===== src/swrs_pkg.sv =====
// Shared constants, command and status types, and the quarter-wave sine table.
package swrs_pkg;

  // Geometry of the row store and the shift range.
  localparam int MAX_WIDTH    = 2048;
  localparam int MAX_SHIFT    = 48;
  localparam int SINE_ENTRIES = 1024;

  localparam int LINE_AW    = $clog2(MAX_WIDTH);
  localparam int COL_W      = LINE_AW + 1;
  localparam int POS_W      = COL_W + 1;
  localparam int SINE_AW    = $clog2(SINE_ENTRIES);
  localparam int QUARTER    = SINE_ENTRIES / 4;
  localparam int QUARTER_AW = SINE_AW - 2;
  localparam int SINE_MAG_W = 15;
  localparam int PROD_W     = 2 * SINE_MAG_W;
  localparam int OFS_W      = $clog2(MAX_SHIFT + 1) + 1;

  // Field and register widths.
  localparam int PIX_W       = 32;
  localparam int AMP_W       = 6;
  localparam int STEP_W      = 16;
  localparam int PHASE_W     = 16;
  localparam int CFG_DATA_W  = 16;
  localparam int CFG_INDEX_W = 2;

  localparam logic [PIX_W-1:0]  WHITE_PIXEL       = '1;
  localparam logic [AMP_W-1:0]  AMPLITUDE_RESET   = AMP_W'(42);
  localparam logic [STEP_W-1:0] FRAME_STEP_RESET  = STEP_W'(720);
  localparam logic [STEP_W-1:0] ROW_STEP_RESET    = STEP_W'(695);

  // Configuration register indexes.
  typedef enum logic [CFG_INDEX_W-1:0] {
    CFG_AMPLITUDE  = 2'd0,
    CFG_FRAME_STEP = 2'd1,
    CFG_ROW_STEP   = 2'd2
  } cfg_reg_t;

  // Steps of the per-row offset calculation.
  typedef enum logic [1:0] {
    PREP_FRAME_SINE,
    PREP_ROW_SINE,
    PREP_MULTIPLY,
    PREP_SCALE
  } prep_op_t;

  // Commands from the controller to the datapath.
  typedef struct packed {
    logic     prep_en;
    prep_op_t prep_op;
    logic     stream_en;
    logic     flush_en;
  } swrs_cmd_t;

  // Status from the datapath to the controller.
  typedef struct packed {
    logic col_zero;
    logic row_end_acc;
    logic flush_done;
  } swrs_sts_t;

  // Sine magnitude at quarter-turn position r (0..16384), Q0.15, rounded.
  // A degree-9 Taylor polynomial in Q30; evaluated only while elaborating.
  function automatic logic [SINE_MAG_W-1:0] quarter_sine(input logic [14:0] r);
    logic [63:0] one_q30;
    logic [63:0] a;
    logic [63:0] x2;
    logic [63:0] t;
    logic [63:0] s;
    logic [63:0] v;
    one_q30 = 64'd1 << 30;
    a  = 64'(r) * 64'd102944;
    x2 = (a * a) >> 30;
    t  = one_q30 - x2 / 64'd72;
    t  = one_q30 - ((x2 * t) >> 30) / 64'd42;
    t  = one_q30 - ((x2 * t) >> 30) / 64'd20;
    t  = one_q30 - ((x2 * t) >> 30) / 64'd6;
    s  = (a * t) >> 30;
    v  = (s * 64'd32767 + (one_q30 >> 1)) >> 30;
    if (v > 64'd32767) begin
      v = 64'd32767;
    end
    return v[SINE_MAG_W-1:0];
  endfunction

  // First quarter of the table, both ends included, packed one entry after another.
  function automatic logic [(QUARTER+1)*SINE_MAG_W-1:0] sine_quarter_table();
    logic [(QUARTER+1)*SINE_MAG_W-1:0] tbl;
    tbl = '0;
    for (int k = 0; k <= QUARTER; k++) begin
      tbl[k*SINE_MAG_W +: SINE_MAG_W] = quarter_sine(15'(k * (16384 / QUARTER)));
    end
    return tbl;
  endfunction

  localparam logic [(QUARTER+1)*SINE_MAG_W-1:0] SINE_QUARTER = sine_quarter_table();

endpackage


===== src/swrs_ctrl.sv =====
// Controller: sequences the offset setup, the pixel stream and the row flush.
module swrs_ctrl (
  input  logic                clk,
  input  logic                rst_n,
  input  logic                cfg_we,
  input  swrs_pkg::swrs_sts_t sts,
  output swrs_pkg::swrs_cmd_t cmd
);

  typedef enum logic [2:0] {
    ST_FRAME_SINE,
    ST_ROW_SINE,
    ST_MULTIPLY,
    ST_SCALE,
    ST_STREAM,
    ST_FLUSH
  } state_t;

  state_t state_r;
  state_t state_nxt;

  // Next state. A register write before the first pixel of a row restarts the setup.
  always_comb begin
    state_nxt = state_r;
    unique case (state_r)
      ST_FRAME_SINE: begin
        state_nxt = cfg_we ? ST_FRAME_SINE : ST_ROW_SINE;
      end
      ST_ROW_SINE: begin
        state_nxt = cfg_we ? ST_FRAME_SINE : ST_MULTIPLY;
      end
      ST_MULTIPLY: begin
        state_nxt = cfg_we ? ST_FRAME_SINE : ST_SCALE;
      end
      ST_SCALE: begin
        state_nxt = cfg_we ? ST_FRAME_SINE : ST_STREAM;
      end
      ST_STREAM: begin
        if (sts.row_end_acc) begin
          state_nxt = ST_FLUSH;
        end else if (sts.col_zero && cfg_we) begin
          state_nxt = ST_FRAME_SINE;
        end
      end
      ST_FLUSH: begin
        if (sts.flush_done) begin
          state_nxt = ST_FRAME_SINE;
        end
      end
      default: begin
        state_nxt = ST_FRAME_SINE;
      end
    endcase
  end

  // Command decode.
  always_comb begin
    cmd.prep_en   = 1'b0;
    cmd.prep_op   = swrs_pkg::PREP_FRAME_SINE;
    cmd.stream_en = 1'b0;
    cmd.flush_en  = 1'b0;
    unique case (state_r)
      ST_FRAME_SINE: begin
        cmd.prep_en = 1'b1;
        cmd.prep_op = swrs_pkg::PREP_FRAME_SINE;
      end
      ST_ROW_SINE: begin
        cmd.prep_en = 1'b1;
        cmd.prep_op = swrs_pkg::PREP_ROW_SINE;
      end
      ST_MULTIPLY: begin
        cmd.prep_en = 1'b1;
        cmd.prep_op = swrs_pkg::PREP_MULTIPLY;
      end
      ST_SCALE: begin
        cmd.prep_en = 1'b1;
        cmd.prep_op = swrs_pkg::PREP_SCALE;
      end
      ST_STREAM: begin
        cmd.stream_en = !(sts.col_zero && cfg_we);
      end
      ST_FLUSH: begin
        cmd.flush_en = 1'b1;
      end
      default: begin
        cmd.prep_en = 1'b0;
      end
    endcase
  end

  // State register.
  always_ff @(posedge clk) begin
    if (!rst_n) begin
      state_r <= ST_FRAME_SINE;
    end else begin
      state_r <= state_nxt;
    end
  end

endmodule


===== config.mk =====
export PLATFORM = sky130hd
export DESIGN_NAME = swrs_ctrl
export DESIGN_NICKNAME = d
export VERILOG_FILES = /design/src/swrs_pkg.sv /design/src/swrs_ctrl.sv
export SDC_FILE = /design/constraint.sdc
export NUM_CORES = 1
export LEC_CHECK = 0
export ABC_AREA = 0
export BUFFER_PORTS_ARGS = -buffer_cell sky130_fd_sc_hd__buf_4
export CAP_MARGIN = 20
export CORE_AREA = 4 4 41 43
export CTS_CLUSTER_SIZE = 25
export DETAILED_ROUTE_END_ITERATION = 8
export DIE_AREA = 0 0 45 47
export GPL_TIMING_DRIVEN = 0
export MAX_ROUTING_LAYER = met4
export PLACE_DENSITY = 0.4
export RECOVER_POWER = 50
export SLEW_MARGIN = 25
export SYNTH_ARGS = -nofsm -noshare
export SYNTH_HDL_FRONTEND = slang
export SYNTH_SLANG_ARGS = --single-unit

===== constraint.sdc =====
create_clock -name clk -period 2.2 [get_ports clk]
set_clock_uncertainty 0.1 [all_clocks]
set_input_delay 0.44 -clock clk [delete_from_list [all_inputs] [get_ports clk]]
set_output_delay 0.44 -clock clk [all_outputs]
set_load 0.1 [all_outputs]

### Yosys cells after proc, flatten, opt, wreduce, memory -nomap -nowiden

Index checks and enable logic that the tools add are counted.

| storage, ports and cells | value |
|---|---|
| bits in writable memories | 0 |
| memories | 0 |
| register bits after elaboration | 3 |
| bits in latches | 0 |
| output and inout bits | 5 |
| word-level logic and storage cells | 25 |
| memory bits (read-only) | 0 |

| operators by class | value |
|---|---|
| shifts and indexed selects | 0 |
| reductions and logical operators | 5 |
| multipliers | 0 |
| $lt $le $gt $ge | 0 |
| equal/unequal tests | 7 |
| $add $sub $neg | 0 |
| div/mod/pow operators | 0 |
| bitwise gates (word level) | 0 |
| muxes and demuxes | 12 |

Operator list:

| cell | count |
|---|---|
| 3-bit one-hot mux with 6 select lines | 1 |
| 3-bit two-way mux | 4 |
| 3-bit by 2-bit == test with 1-bit output (second input constant) | 2 |
| 3-bit == test (second input constant) | 2 |
| 2-bit one-hot mux with 3 select lines | 1 |
| 1-bit two-way mux | 4 |
| 2-bit two-way mux | 2 |
| 4-bit OR reduction | 1 |
| 3-bit by 1-bit == test with 1-bit output (second input constant) | 1 |
| 3-bit logical NOT | 1 |
| 3-bit != test (second input constant) | 1 |
| 2-bit != test (second input constant) | 1 |
| 2-bit AND reduction | 1 |
| 1-bit logical AND | 1 |
| 1-bit logical NOT | 1 |

### Depth between registers and ports, before layout

| logic depth | value |
|---|---|
| word-level depth | 4 |
| depth in mapped cells | 3 |
| mapped depth without buffers | 3 |

### Worst setup path before layout

OpenSTA, ideal clock, no wires.

| timing path | value |
|---|---|
| path type | register to output |
| start | reg state_r[1] |
| end | out cmd[1] in the netlist's numbering |
| required time | 1,660 ps |
| buffers on the path | 0 |
| arrival | 2,714 ps |
| stages on the path, launching flop included | 3 |
| setup slack | -1,054 ps |
| path through | dfxtp_1 nand2b_2 nor3b_1 |

RTL lines:

| element | line | source |
|---|---|---|
| start, declared | swrs_ctrl.sv:19 | `state_t state_r;` |
| start signal, assigned | swrs_ctrl.sv:96 | `state_r <= state_nxt;` |
| end, declared | swrs_ctrl.sv:7 | `output swrs_pkg::swrs_cmd_t cmd` |

==> run summary <==
status -> finished, final reports clean
Crit Path Class -> reg2out
Post-synth EDFFs -> 0
routed wire length -> 506 um
Async SR Flop Fraction -> 0
All-Layer GR Usage -> 0.06194
DRT iter0 DRCs -> 0
total negative slack -> 0 ps
largest net degree at the start of global routing -> 8
Chip Height -> 47 um
Regs by FF count -> state_r x3
Max-slew headroom -> 0.6429
final worst-path cycle share -> 0.8167
crit-path max FO -> 5
synth warn -> 0
Mean Syn Cell Area -> 8.417 sq um
Area contributors post-synth -> dfxtp_1 (32%), nor2_1 (6.1%), o211a_1 (5.4%), and3b_1 (4.7%), and4_1 (4.7%)
Post-CTS Setup Inserts -> 0
syn nets -> 28
Final Hold Fails -> 0
# port buffers -> 10
worst-margin pin slew -> 537.9 ps
Vias -> 195
Core Region -> 0.001301 sq mm
power per standard cell area -> 620.6 mW/mm^2
reg2reg end -> state_r[2]
Post-Syn Area -> 185.2 sq um
detailed-route wire length per cell -> 9.922 um
global-route wire length before repair -> 883 um
peak per-stage delay on the critical path -> 320 ps
max reg flops -> 3
Yosys top cell by area -> dfxtp_1
CP arrival -> 1260 ps
# diodes -> 0
Finished Core Util -> 0.2365
GP Congestion -> 0.7609
LEAKAGE -> 0.1527 nW
reg2reg setup slack -> 960 ps
detail-routed via count per cell -> 3.824
I/O pin count -> 11
Num CTS Buffers -> 3
Area Growth Syn to Fin -> 66.22%
worst skew pair latency -> 230 ps
Setup-failing EPs final -> 0
Synth Instances -> 22
unrepaired setup endpoints after global routing -> false
CTS-repair resized insts -> 0
#FFs+latches synth -> 3
vias in the first global route -> 210
Top reg by flops -> state_r
Crit-path slowest cell -> dfxtp_1
Worst Hold Path EP -> state_r[2]
gr ovfl total -> 0
HP Start -> rst_n
sequential share of the synthesized area -> 0.3243
synth unique cells -> 17
layout cells sized above 1 -> 0.4722
most frequently used flop master after synthesis -> dfxtp_1
cells on worst reg2reg path -> 3
critical path launch point type -> flip-flop
clock sinks -> 3
Die Width -> 45 um
fin. max-slew vios -> 0
H-tree levels -> 1
first-pass iteration count of the detailed router -> 1
critical path endpoint category -> output pin
Site Rows -> 13
worst path required time -> 1660 ps
initial core utilization -> 0.1423
clk slew on worst S/H paths -> 40 ps
Fmax -> 556.6 MHz
CTS Buffer Depth -> 2
HP Class -> in2reg
antenna viol nets, final -> 0
top-area cell type share of the netlist area -> 0.3243
root buf cell -> clkbuf_4
initial antenna violation count -> 0
minimum clock period -> 1797 ps
max capacitance violation total -> 0
hold_buf cts -> 0
Commonest cells post-synth -> dfxtp_1 (3), nor2_1 (3), inv_1 (2)
Worst Hold Depth -> 2
Die Area -> 0.002115 sq mm
CTS tree -> done
Layout Nets -> 43
FF-to-FF Start -> state_r[1]
final hold slack -> 346.0 ps
worst path cell trace -> nand2b_2, nor3b_2, buf_4
hpwl dp -> 408 um
maximum vdd drop -> 416.8 uV
drc violations -> 0
[critical path, delay by kind of cell, from the launching register on]
| family | cells | cell delay [ps] |
|---|---|---|
| simple gates | 2 | 400 |
| buf+inv | 1 | 310 |
| flops | 1 | 320 |
[worst max path at each step]
stage	start	to	slack [ps]	depth (start not counted)
3_5_place_dp	cfg_we	cmd[1]	550	4
2_1_floorplan	state_r[1]	cmd[0]	-110	2
6_report	state_r[1]	cmd[1]	400	3
4_1_cts	state_r[2]	cmd[1]	360	3
3_3_place_gp	cfg_we	cmd[1]	570	4
5_1_grt	state_r[2]	cmd[1]	290	3
[logic make-up (layout without fill, tap and decap cells)]
group           count (synthesis)  in the layout  synth area share
compound gates                  3              3            0.1419
xor+xnor                        1              1           0.04731
buf+inv                         2             16           0.04056
flops                           3              3            0.3243
simple gates                   13             13            0.4460
[cells in the final DEF (no fill, tap or decap), drive strengths merged]
master,instances
a211oi,1
and2b,1
and3,1
and3b,1
and4,1
buf,9
clkbuf,5
dfxtp,3
inv,2
nand2,1
nand2b,1
nand3b,1
nor2,4
nor3,1
nor3b,1
o211a,1
o31a,1
xor2,1
[report_power, final]
| part | internal (W) | total (W) | switching [W] |
|---|---|---|---|
| registers | 0.0000567 | 0.0000600 | 0.00000329 |
| clock network | 0.0000679 | 0.0000958 | 0.0000279 |
| logic | 0.0000129 | 0.0000352 | 0.0000223 |
| total | 0.000138 | 0.000191 | 0.0000535 |
[routing by layer]
layer | GRT usage | up-vias | part of all wire
li1 | - | 106 | -
met1 | 0.06576 | 83 | 0.42
met2 | 0.09605 | 6 | 0.49
met3 | 0.04981 | 0 | 0.085
met4 | 0 | 0 | 0
met5 | - | - | 0
[area by class of cell]
cell class | instances | area (sq um)
tap | 15 | 18.77
sequential | 3 | 60.06
inverter | 2 | 7.507
timing repair buffer | 10 | 72.57
clock buffer | 4 | 26.28
multi-input combinational | 17 | 122.6
fill | 158 | 993.5
[per-stage QoR]
stage | setup slack (ps) | power (W) | area, sq um | std cells
2_1_floorplan | -113.1 | 0.00008326 | 190.2 | 22
3_3_place_gp | 569.2 | 0.00009592 | 284.0 | 47
3_5_place_dp | 549.0 | 0.00009659 | 284.0 | 47
4_1_cts | 360.9 | 0.0001956 | 310.3 | 51
5_1_grt | 285.2 | 0.0002044 | 307.8 | 51
6_report | 403.3 | 0.0001910 | 307.8 | 51
Note: power is estimated with default switching activity, not from simulation.
